[src/hw/rtl/koc_pkg.sv]
// Shared constants, types and the key normalization function of the key occurrence counter.
package koc_pkg;

    localparam int KEY_W     = 64;
    localparam int KEY_BYTES = KEY_W / 8;
    localparam int SLOT_W    = 4;
    localparam int OCC_W     = 16;
    localparam int TOTAL_W   = 5;
    localparam int OUT_DATA_W = 32;
    localparam int OUT_USER_W = 2;

    localparam int ENTRIES_DEF     = 16;
    localparam int KEY_CHARS_DEF   = 8;
    localparam int COUNT_WIDTH_DEF = 16;

    // Control broadcast from the top level to every cell.
    typedef struct packed {
        logic update;
        logic any_hit;
    } cell_ctrl_t;

    // Status that a cell reports back to the top level and its right neighbor.
    typedef struct packed {
        logic hit;
        logic valid;
    } cell_status_t;

    // Keep the top chars bytes of the name, stopping at the first zero byte.
    function automatic logic [KEY_W-1:0] normalize_key(input logic [KEY_W-1:0] raw,
                                                       input int chars);
        logic [KEY_W-1:0] res;
        logic             alive;
        res   = '0;
        alive = 1'b1;
        for (int p = 0; p < KEY_BYTES; p++)
        begin
            if (p >= chars)
            begin
                alive = 1'b0;
            end
            if (raw[KEY_W-1-8*p -: 8] == 8'h00)
            begin
                alive = 1'b0;
            end
            if (alive)
            begin
                res[KEY_W-1-8*p -: 8] = raw[KEY_W-1-8*p -: 8];
            end
        end
        return res;
    endfunction

endpackage

[src/hw/rtl/koc_cell.sv]
// One table cell: holds a key, its count and a valid bit, and compares the broadcast key.
module koc_cell #(
    parameter int COUNT_WIDTH = koc_pkg::COUNT_WIDTH_DEF
) (
    input  logic                      clk,
    input  logic                      rst_n,
    input  logic [koc_pkg::KEY_W-1:0] key,
    input  koc_pkg::cell_ctrl_t       ctrl,
    input  logic                      prev_valid,
    output koc_pkg::cell_status_t     status,
    output logic [COUNT_WIDTH-1:0]    count_sat
);
    import koc_pkg::*;

    logic                   valid_reg;
    logic [KEY_W-1:0]       key_reg;
    logic [COUNT_WIDTH-1:0] count_reg;
    logic                   hit;
    logic                   alloc;

    assign hit   = valid_reg && (key_reg == key);
    // Cells fill from the left, so the first empty cell is the one whose neighbor is full.
    assign alloc = ctrl.update && !ctrl.any_hit && !valid_reg && prev_valid;

    assign count_sat = (count_reg == {COUNT_WIDTH{1'b1}}) ? count_reg
                                                          : count_reg + COUNT_WIDTH'(1);

    assign status = '{hit: hit, valid: valid_reg};

    always_ff @(posedge clk or negedge rst_n)
    begin
        if (!rst_n)
        begin
            valid_reg <= 1'b0;
            count_reg <= '0;
        end
        else if (alloc)
        begin
            valid_reg <= 1'b1;
            count_reg <= COUNT_WIDTH'(1);
        end
        else if (ctrl.update && hit)
        begin
            count_reg <= count_sat;
        end
    end

    always_ff @(posedge clk)
    begin
        if (alloc)
        begin
            key_reg <= key;
        end
    end

endmodule

[src/hw/rtl/key_occurrence_counter.sv]
// Top level of the key occurrence counter: input register, row of cells and result register.
// A key accepted into the input register moves its result to the result register once that is free.
// Throughput: one key per cycle while the master side keeps up; the table row is compared and
// updated while the key is held in the input register, so each key sees every earlier update.
// Reset: rst_n clears all cell valid bits, counts, the used-entry count and both valid flags.
// Held keys are not cleared; an empty cell never compares as a hit.
module key_occurrence_counter #(
    parameter int ENTRIES     = koc_pkg::ENTRIES_DEF,
    parameter int KEY_CHARS   = koc_pkg::KEY_CHARS_DEF,
    parameter int COUNT_WIDTH = koc_pkg::COUNT_WIDTH_DEF
) (
    input  logic                           clk,
    input  logic                           rst_n,
    input  logic                           s_tvalid,
    output logic                           s_tready,
    input  logic [koc_pkg::KEY_W-1:0]      s_tdata,  // [63:0] key
    output logic                           m_tvalid,
    input  logic                           m_tready,
    output logic [koc_pkg::OUT_DATA_W-1:0] m_tdata,  // [3:0] slot, [19:4] occurrences,
                                                     // [24:20] distinct_total, [31:25] zero
    output logic [koc_pkg::OUT_USER_W-1:0] m_tuser   // [0] is_new, [1] dropped_full
);
    import koc_pkg::*;

    localparam int IDX_W  = (ENTRIES > 1) ? $clog2(ENTRIES) : 1;
    localparam int USED_W = $clog2(ENTRIES + 1);

    logic [KEY_W-1:0]       key_reg;
    logic                   pend_reg;
    logic [USED_W-1:0]      used_reg;
    logic [USED_W-1:0]      used_next;
    logic                   m_valid_reg;
    logic [SLOT_W-1:0]      slot_reg;
    logic [SLOT_W-1:0]      slot_next;
    logic [OCC_W-1:0]       occ_reg;
    logic [OCC_W-1:0]       occ_next;
    logic [TOTAL_W-1:0]     total_reg;
    logic                   is_new_reg;
    logic                   is_new_next;
    logic                   drop_reg;
    logic                   drop_next;

    logic                   accept;
    logic                   finish;
    logic                   full;
    logic                   any_hit;
    logic [IDX_W-1:0]       hit_idx;
    logic [COUNT_WIDTH-1:0] hit_cnt;
    cell_ctrl_t             ctrl;
    cell_status_t           status [ENTRIES];
    logic [COUNT_WIDTH-1:0] cell_cnt [ENTRIES];

    // The request in flight completes once the result register is free.
    assign finish   = pend_reg && (!m_valid_reg || m_tready);
    assign s_tready = !pend_reg || finish;
    assign accept   = s_tvalid && s_tready;
    assign full     = (used_reg == USED_W'(ENTRIES));

    assign ctrl = '{update: finish, any_hit: any_hit};

    genvar g;
    generate
        for (g = 0; g < ENTRIES; g++)
        begin : g_cell
            logic prev_valid;
            if (g == 0)
            begin : g_first
                assign prev_valid = 1'b1;
            end
            else
            begin : g_rest
                assign prev_valid = status[g-1].valid;
            end
            koc_cell #(
                .COUNT_WIDTH(COUNT_WIDTH)
            ) u_cell (
                .clk       (clk),
                .rst_n     (rst_n),
                .key       (key_reg),
                .ctrl      (ctrl),
                .prev_valid(prev_valid),
                .status    (status[g]),
                .count_sat (cell_cnt[g])
            );
        end
    endgenerate

    // Held keys are distinct, so at most one cell hits and an OR merge suffices.
    always_comb
    begin
        any_hit = 1'b0;
        hit_idx = '0;
        hit_cnt = '0;
        for (int i = 0; i < ENTRIES; i++)
        begin
            if (status[i].hit)
            begin
                any_hit = 1'b1;
                hit_idx = hit_idx | IDX_W'(i);
                hit_cnt = hit_cnt | cell_cnt[i];
            end
        end
    end

    always_comb
    begin
        used_next   = used_reg;
        slot_next   = '0;
        occ_next    = '0;
        is_new_next = 1'b0;
        drop_next   = 1'b0;
        priority if (any_hit)
        begin
            slot_next = SLOT_W'(hit_idx);
            occ_next  = OCC_W'(hit_cnt);
        end
        else if (!full)
        begin
            slot_next   = SLOT_W'(used_reg);
            occ_next    = OCC_W'(1);
            is_new_next = 1'b1;
            used_next   = used_reg + USED_W'(1);
        end
        else
        begin
            drop_next = 1'b1;
        end
    end

    always_ff @(posedge clk or negedge rst_n)
    begin
        if (!rst_n)
        begin
            pend_reg    <= 1'b0;
            used_reg    <= '0;
            m_valid_reg <= 1'b0;
        end
        else
        begin
            if (accept)
            begin
                pend_reg <= 1'b1;
            end
            else if (finish)
            begin
                pend_reg <= 1'b0;
            end
            if (finish)
            begin
                used_reg    <= used_next;
                m_valid_reg <= 1'b1;
            end
            else if (m_tready)
            begin
                m_valid_reg <= 1'b0;
            end
        end
    end

    always_ff @(posedge clk)
    begin
        if (accept)
        begin
            key_reg <= normalize_key(s_tdata, KEY_CHARS);
        end
        if (finish)
        begin
            slot_reg   <= slot_next;
            occ_reg    <= occ_next;
            is_new_reg <= is_new_next;
            drop_reg   <= drop_next;
            total_reg  <= TOTAL_W'(used_next);
        end
    end

    assign m_tvalid = m_valid_reg;
    assign m_tdata  = {{(OUT_DATA_W - SLOT_W - OCC_W - TOTAL_W){1'b0}},
                       total_reg, occ_reg, slot_reg};
    assign m_tuser  = {drop_reg, is_new_reg};

endmodule
[config.mk]
export PLATFORM = sky130hd
export DESIGN_NAME = key_occurrence_counter
export DESIGN_NICKNAME = d
export VERILOG_FILES = /design/src/hw/rtl/koc_pkg.sv /design/src/hw/rtl/koc_cell.sv /design/src/hw/rtl/key_occurrence_counter.sv
export SDC_FILE = /design/constraint.sdc
export NUM_CORES = 2
export LEC_CHECK = 0
export ABC_AREA = 1
export BUFFER_PORTS_ARGS = -buffer_cell sky130_fd_sc_hd__buf_2
export CAP_MARGIN = 20
export CELL_PAD_IN_SITES_DETAIL_PLACEMENT = 1
export CELL_PAD_IN_SITES_GLOBAL_PLACEMENT = 1
export CORE_ASPECT_RATIO = 1.2
export CORE_MARGIN = 2
export CORE_UTILIZATION = 30
export CTS_BUF_LIST = sky130_fd_sc_hd__clkbuf_8
export DETAILED_ROUTE_END_ITERATION = 16
export GPL_TIMING_DRIVEN = 0
export PLACE_DENSITY_LB_ADDON = 0.12
export SLEW_MARGIN = 20
export SYNTH_ARGS = -nofsm -noshare
export SYNTH_HDL_FRONTEND = slang
export SYNTH_SLANG_ARGS = --single-unit
[constraint.sdc]
create_clock -name clk -period 10.2 [get_ports clk]
set_clock_uncertainty 0.15 [all_clocks]
set_input_delay 1.02 -clock clk [delete_from_list [all_inputs] [get_ports clk]]
set_output_delay 1.02 -clock clk [all_outputs]
set_load 0.02 [all_outputs]
## After elaboration in Yosys (flattened, before gate mapping)

Index checks and enable logic that the tools add are counted.

| word-level totals | value |
|---|---|
| bits in registers | 1394 |
| word-level logic and storage cells | 365 |

| cells by class | value |
|---|---|
| add/sub/neg operators | 17 |
| eq/ne operators | 33 |
| muxes and demuxes | 123 |
| bitwise gates (word level) | 15 |
| reduce and logical (&&, ||, !) cells | 113 |

Operators with widths:

| cell | number |
|---|---|
| 2-to-1 mux 16 bit | 65 |
| == test 64 bit | 16 |
| adder 16 x 1 -> 16 bit (second input constant) | 16 |
| == test 16 bit (second input constant) | 16 |
| OR 16 bit | 15 |
| logical AND 1 bit | 66 |
| zero test 8 bit | 8 |
| 2-to-1 mux 1 bit | 40 |
| 2-to-1 mux 4 bit | 10 |
| nonzero test 2 bit | 18 |
| zero test 1 bit | 19 |
| 2-to-1 mux 3 bit | 4 |
| 2-to-1 mux 5 bit | 2 |
| adder 5 x 1 -> 5 bit (second input constant) | 1 |
| == test 5 bit (second input constant) | 1 |
| 2-to-1 mux 2 bit | 2 |
| logical OR 1 bit | 2 |

## Longest topological paths before layout

| logic depth | value |
|---|---|
| word-level depth | 34 |
| mapped depth | 22 |
| gate-level depth less buffers | 18 |

## Cells and area by module

A second synthesis with hierarchy kept.

| second synthesis, totals | value |
|---|---|
| cells, all modules | 10395 |
| area total of the unflattened synthesis | 82056.2 um^2 |

By module, submodules not included:

| module | instances | cells each | area each (um^2) | seq. area each (um^2) |
|---|---|---|---|---|
| koc_cell (g_cell[12].u_cell ...) | 13 | 602 | 4768.3 | 2347.3 |
| koc_cell (g_cell[0].u_cell ...) | 3 | 635 | 4800.9 | 2347.3 |
| key_occurrence_counter | 1 | 664 | 5665.4 | 2907.8 |

## Least setup slack after synthesis

OpenSTA, ideal clock, no wires.

| timing | value |
|---|---|
| path kind | register to register |
| start point | register key_reg[63] |
| end point | register g_cell[10].u_cell.key_reg[0] (enable) |
| arrival | 3710 ps |
| required time | 9632 ps |
| setup slack | 5922 ps |
| stages on the path, launching flop included | 20 |
| period minus slack after synthesis | 4278 ps |
| cells stage by stage | edfxtp_1 -> buf_4 -> inv_2 -> buf_2 -> or2_0 -> nand3_1 -> nor2_1 -> nand2_1 -> nor2_1 -> nand3_1 -> nand2_1 -> nor2_1 -> nand2_1 -> nor2_4 -> inv_4 -> nor2_8 -> buf_8 -> nand3_4 -> buf_6 -> inv_1 |

| between the ends | value |
|---|---|
| word-level cells in the longest chain between the ends | 22 |
| elaborated cells between the ends (all ways) | 52 |
| those cells by class | eq/ne (16); mux (16); reduce/logical (20) |

Ends and longest elaborated chain:

| item | line | RTL |
|---|---|---|
| from (decl) | key_occurrence_counter.sv:28 | `logic [KEY_W-1:0] key_reg;` |
| from (signal assigned) | key_occurrence_counter.sv:164 | `key_reg <= normalize_key(s_tdata, KEY_CHARS);` |
| == test 64 bit | koc_cell.sv:21 | `assign hit = valid_reg && (key_reg == key);` |
| logical AND 1 bit | koc_cell.sv:21 |  |
| 2-to-1 mux 1 bit (15 in a row) | key_occurrence_counter.sv:96 | `if (status[i].hit)` |
| 2-to-1 mux 1 bit * | key_occurrence_counter.sv:96 |  |
| zero test 1 bit * | koc_cell.sv:23 | `assign alloc = ctrl.update && !ctrl.any_hit && !valid_reg && prev_valid;` |
| logical AND 1 bit * (3 in a row) | koc_cell.sv:23 |  |
| named net g_cell[10].u_cell.alloc | koc_cell.sv:19 | `logic alloc;` |
| to (signal assigned) | koc_cell.sv:52 | `key_reg <= key;` |
| to (decl) | koc_cell.sv:16 | `logic [KEY_W-1:0] key_reg;` |

The timed path passes the listed nets; every way through them passes the cells marked *.
A chain may end at the register's enable or synchronous reset.

## Worst setup path in the final report

| timing | value |
|---|---|
| start point | register key_reg[50] |
| end point | register g_cell[10].u_cell.key_reg[50] (enable) |

The elaborated chain is that of the path after synthesis.

==> metrics.md <==
| Metric | Value |
|---|---|
| Status | finished, violations left |
| Violated checks | DRC |
| Pins over their slew limit | 0 |
| Slew Limit Headroom | 13.1% |
| IO Pins | 104 |
| Fillcell total | 26700 |
| Int Pwr | 9.41 mW |
| Via count | 60100 |
| Max FFs per register | 1024 |
| Share of the synthesized area in the top cell type | 48.1% |
| RSZ-0062 raised after global routing | false |
| Site row count | 193 |
| Final Hold Vio Count | 0 |
| Overall Global Routing Usage | 30.7% |
| R2R depth | 23 |
| Drt wl/cell | 32.1 um |
| Critical path startpoint category | flop |
| Fraction of layout cells with a size suffix above 1 | 11.1% |
| Power per standard cell area | 163 nW/um2 |
| CTS resizes | 0 |
| Post-synthesis instance total | 7718 |
| Core area | 231000 um2 |
| Vias per cell | 5.23 |
| Final setup viols | 0 |
| Static Leak | 34.4 nW |
| Synth unique cells | 63 |
| Net Switching | 3.96 mW |
| Routability cong. | 0.949 |
| Cell taking the most area after synthesis | edfxtp_1 |
| Setup TNS | 0 ns |
| Clock power share | 41.3% |
| Synth warn | 0 |
| WL final | 369000 um |
| Multi-input logic area | 24100 um2 |
| Register area | 40500 um2 |
| CTS Root Cell | clkbuf_8 |
| Mapped Area | 69700 um2 |
| DRT Pass-1 Iters | 11 |
| Max Fclk | 0.146 GHz |
| Antenna-violating nets left | 0 |
| Htree depth | 5 |
| First-pass GRT wire length | 497000 um |
| Synthesized area per cell | 9.02 um2 |
| Worst setup EP type | flop |
| Seq pwr share | 47.4% |
| Worst vdd ir | 0.0881 mV |
| Gr ovfl total | 0 |
| Util after Layout | 35.5% |
| Largest cells by area after synthesis | edfxtp_1 48%, nand2_1 11%, dfrtp_1 10% |
| Initial antenna violation count | 44 |
| Die H | 532 um |
| Crit path to | g_cell[10].u_cell.key_reg[50] |
| Initial DRC Count | 5646 |
| Pin count of the biggest net entering global routing | 78 |
| Die area | 236000 um2 |
| Reg2Reg Setup Slack | 3.37 ns |
| Max-cap violation count | 0 |
| CP Max Fanout | 37 |
| Worst slew pin tran | 1.30 ns |
| TritonCTS clock tree | yes |
| EDFF count, synth | 1115 |
| CP Class | flop to flop |
| Final nets | 8337 |
| DRC Markers | 6 |
| Synth cell count leaders | 2128 x nand2_1, 1115 x edfxtp_1, 1032 x nor2_1, 875 x inv_1, 580 x o21ai_0 |
| Critical path required time | 10.65 ns |
| CP startpoint | key_reg[50] |
| R2r endpoint | g_cell[10].u_cell.key_reg[50] |
| WP data arrival | 7.29 ns |
| Minimum clock period | 6.83 ns |
| CTS sink cnt | 1394 |
| Ys async rst share | 20.0% |
| Crit share post-route | 67.0% |
| Top FF cell, synth | edfxtp_1 |
| Clk slew on worst S/H paths | 0.07 ns |
| Die width | 444 um |
| Initial Util | 30.2% |
| Comb power frac | 11.3% |
| CTS Buf Count | 272 |
| Hold Crit Class | input pin to flop |
| Worst-case clock buffer depth | 4 |
| I/O Buffers | 96 |
| Register area share after synthesis | 58.1% |
| Switching part of the total | 29.6% |
| Cell with the most instances after synthesis | nand2_1 |
| Area grow syn2layout | 17.5% |
| Yosys reg bits | 1394 |
| Clk Latency, worst-skew pair | 0.99 ns |
| R2r startpoint | key_reg[50] |
| Vias in the first global route | 59800 |
| HPWL Detailed | 278000 um |
| Postcts setup bufs | 0 |
==> kinds of logic after synthesis <==
group           share of synthesized area (%)
xor+xnor                                 4.48
mux                                     0.158
simple gates                             21.6
buf+inv                                  7.30
other cells                           0.00538
fa+ha+maj                               0.341
flops                                    58.1
compound gates                           8.01
==> stage by stage <==
step	power (mW)	instances	hold slack (ns)	setup slack, ns	instance area, um2
after detailed placement	7.93	11000	0.359	3.58	76800
after CTS	13.4	11500	0.107	3.55	81800
final	13.4	11500	0.173	3.37	81800
after global placement	7.79	10800	0.379	0.388	73900
after floorplan	6.93	7724	0.328	5.92	69700
after global routing	13.7	11500	0.169	3.32	81800
==> layout make-up <==
class | count | share of cell area (%)
Sequential cell | 1394 | 49.4
Multi-Input combinational cell | 5118 | 29.5
Clock buffer | 291 | 4.89
Tap cell | 3022 | 4.62
Inverter | 961 | 4.46
Timing Repair Buffer | 252 | 4.03
Buffer | 251 | 1.81
Clock inverter | 184 | 1.19
Antenna cell | 18 | 0.0550
==> routing by layer <==
metal	GRT usage, %	vias to the layer above	share of wire (%)
li1	-	26400	-
met1	35.3	30500	37
met2	52.1	2455	48
met3	4.14	763	6.0
met4	22.4	6	8.5
met5	0	-	0.011
==> worst min path at each step <==
| stage | depth (start not counted) | end | start | slack (ns) |
|---|---|---|---|---|
| after floorplan | 2 | g_cell[15].u_cell.valid_reg | g_cell[15].u_cell.valid_reg | 0.33 |
| after global placement | 2 | m_tvalid | m_tvalid | 0.38 |
| after detailed placement | 0 | g_cell[9].u_cell.key_reg[52] | key_reg[52] | 0.36 |
| after CTS | 2 | key_reg[59] | s_tdata[59] | 0.11 |
| after global routing | 2 | key_reg[59] | s_tdata[59] | 0.17 |
| final | 2 | key_reg[59] | s_tdata[59] | 0.17 |
==> power by group through the flow <==
stage / Sequential, mW / Combinational, mW / Clock, mW
finish: 6.33 / 1.50 / 5.52
global route: 6.33 / 1.52 / 5.86
CTS: 6.33 / 1.48 / 5.61
detailed placement: 6.45 / 1.48 / 0
global placement: 6.68 / 1.11 / 0
floorplan: 6.45 / 0.485 / 0
==> timing repair <==
item,CTS,global route
hold buffers,1,0
endpoints found under the setup margin,0,0
endpoints found under the hold margin,73,0
==> layout by cell type (no fill, tap or decap), types with 35 or more instances in the layout <==
master	Yosys	layout
inv_1	875	952
or2_2	35	35
dfrtp_1	279	279
nand2_1	2128	2128
o22ai_1	119	119
xnor2_1	116	116
inv_2	82	73
nand3_1	181	181
o21ai_0	580	579
clkinv_1	3	57
clkbuf_1	64	58
edfxtp_1	1115	1115
nand4_1	112	112
buf_4	59	59
clkbuf_8	0	291
nor2_1	1032	1032
nor3_1	94	94
xor2_1	240	240
a21oi_1	196	196
buf_2	100	196
buf_16	0	37
buf_8	1	112
o21ai_1	63	64
==> worst max-delay path, stage by stage, from the launching register on <==
cell	delay (ns)
edfxtp_1	0.59
buf_8	0.27
buf_8	0.18
buf_2	0.31
inv_1	0.91
nand2_1	0.09
o21ai_0	0.12
nor2_1	0.06
nand2_1	0.07
nor2_1	0.06
nand2_1	0.27
nor2_1	0.07
nand3_1	0.61
nand2_1	0.34
nor2_1	0.21
nand2_1	0.11
nor2_4	0.18
inv_4	0.11
nor2_8	0.13
buf_8	0.20
nand3_4	0.26
buf_6	0.27
inv_4	0.42
buf_12	0.29
No activity file was read; power rests on OpenSTA's default activity.
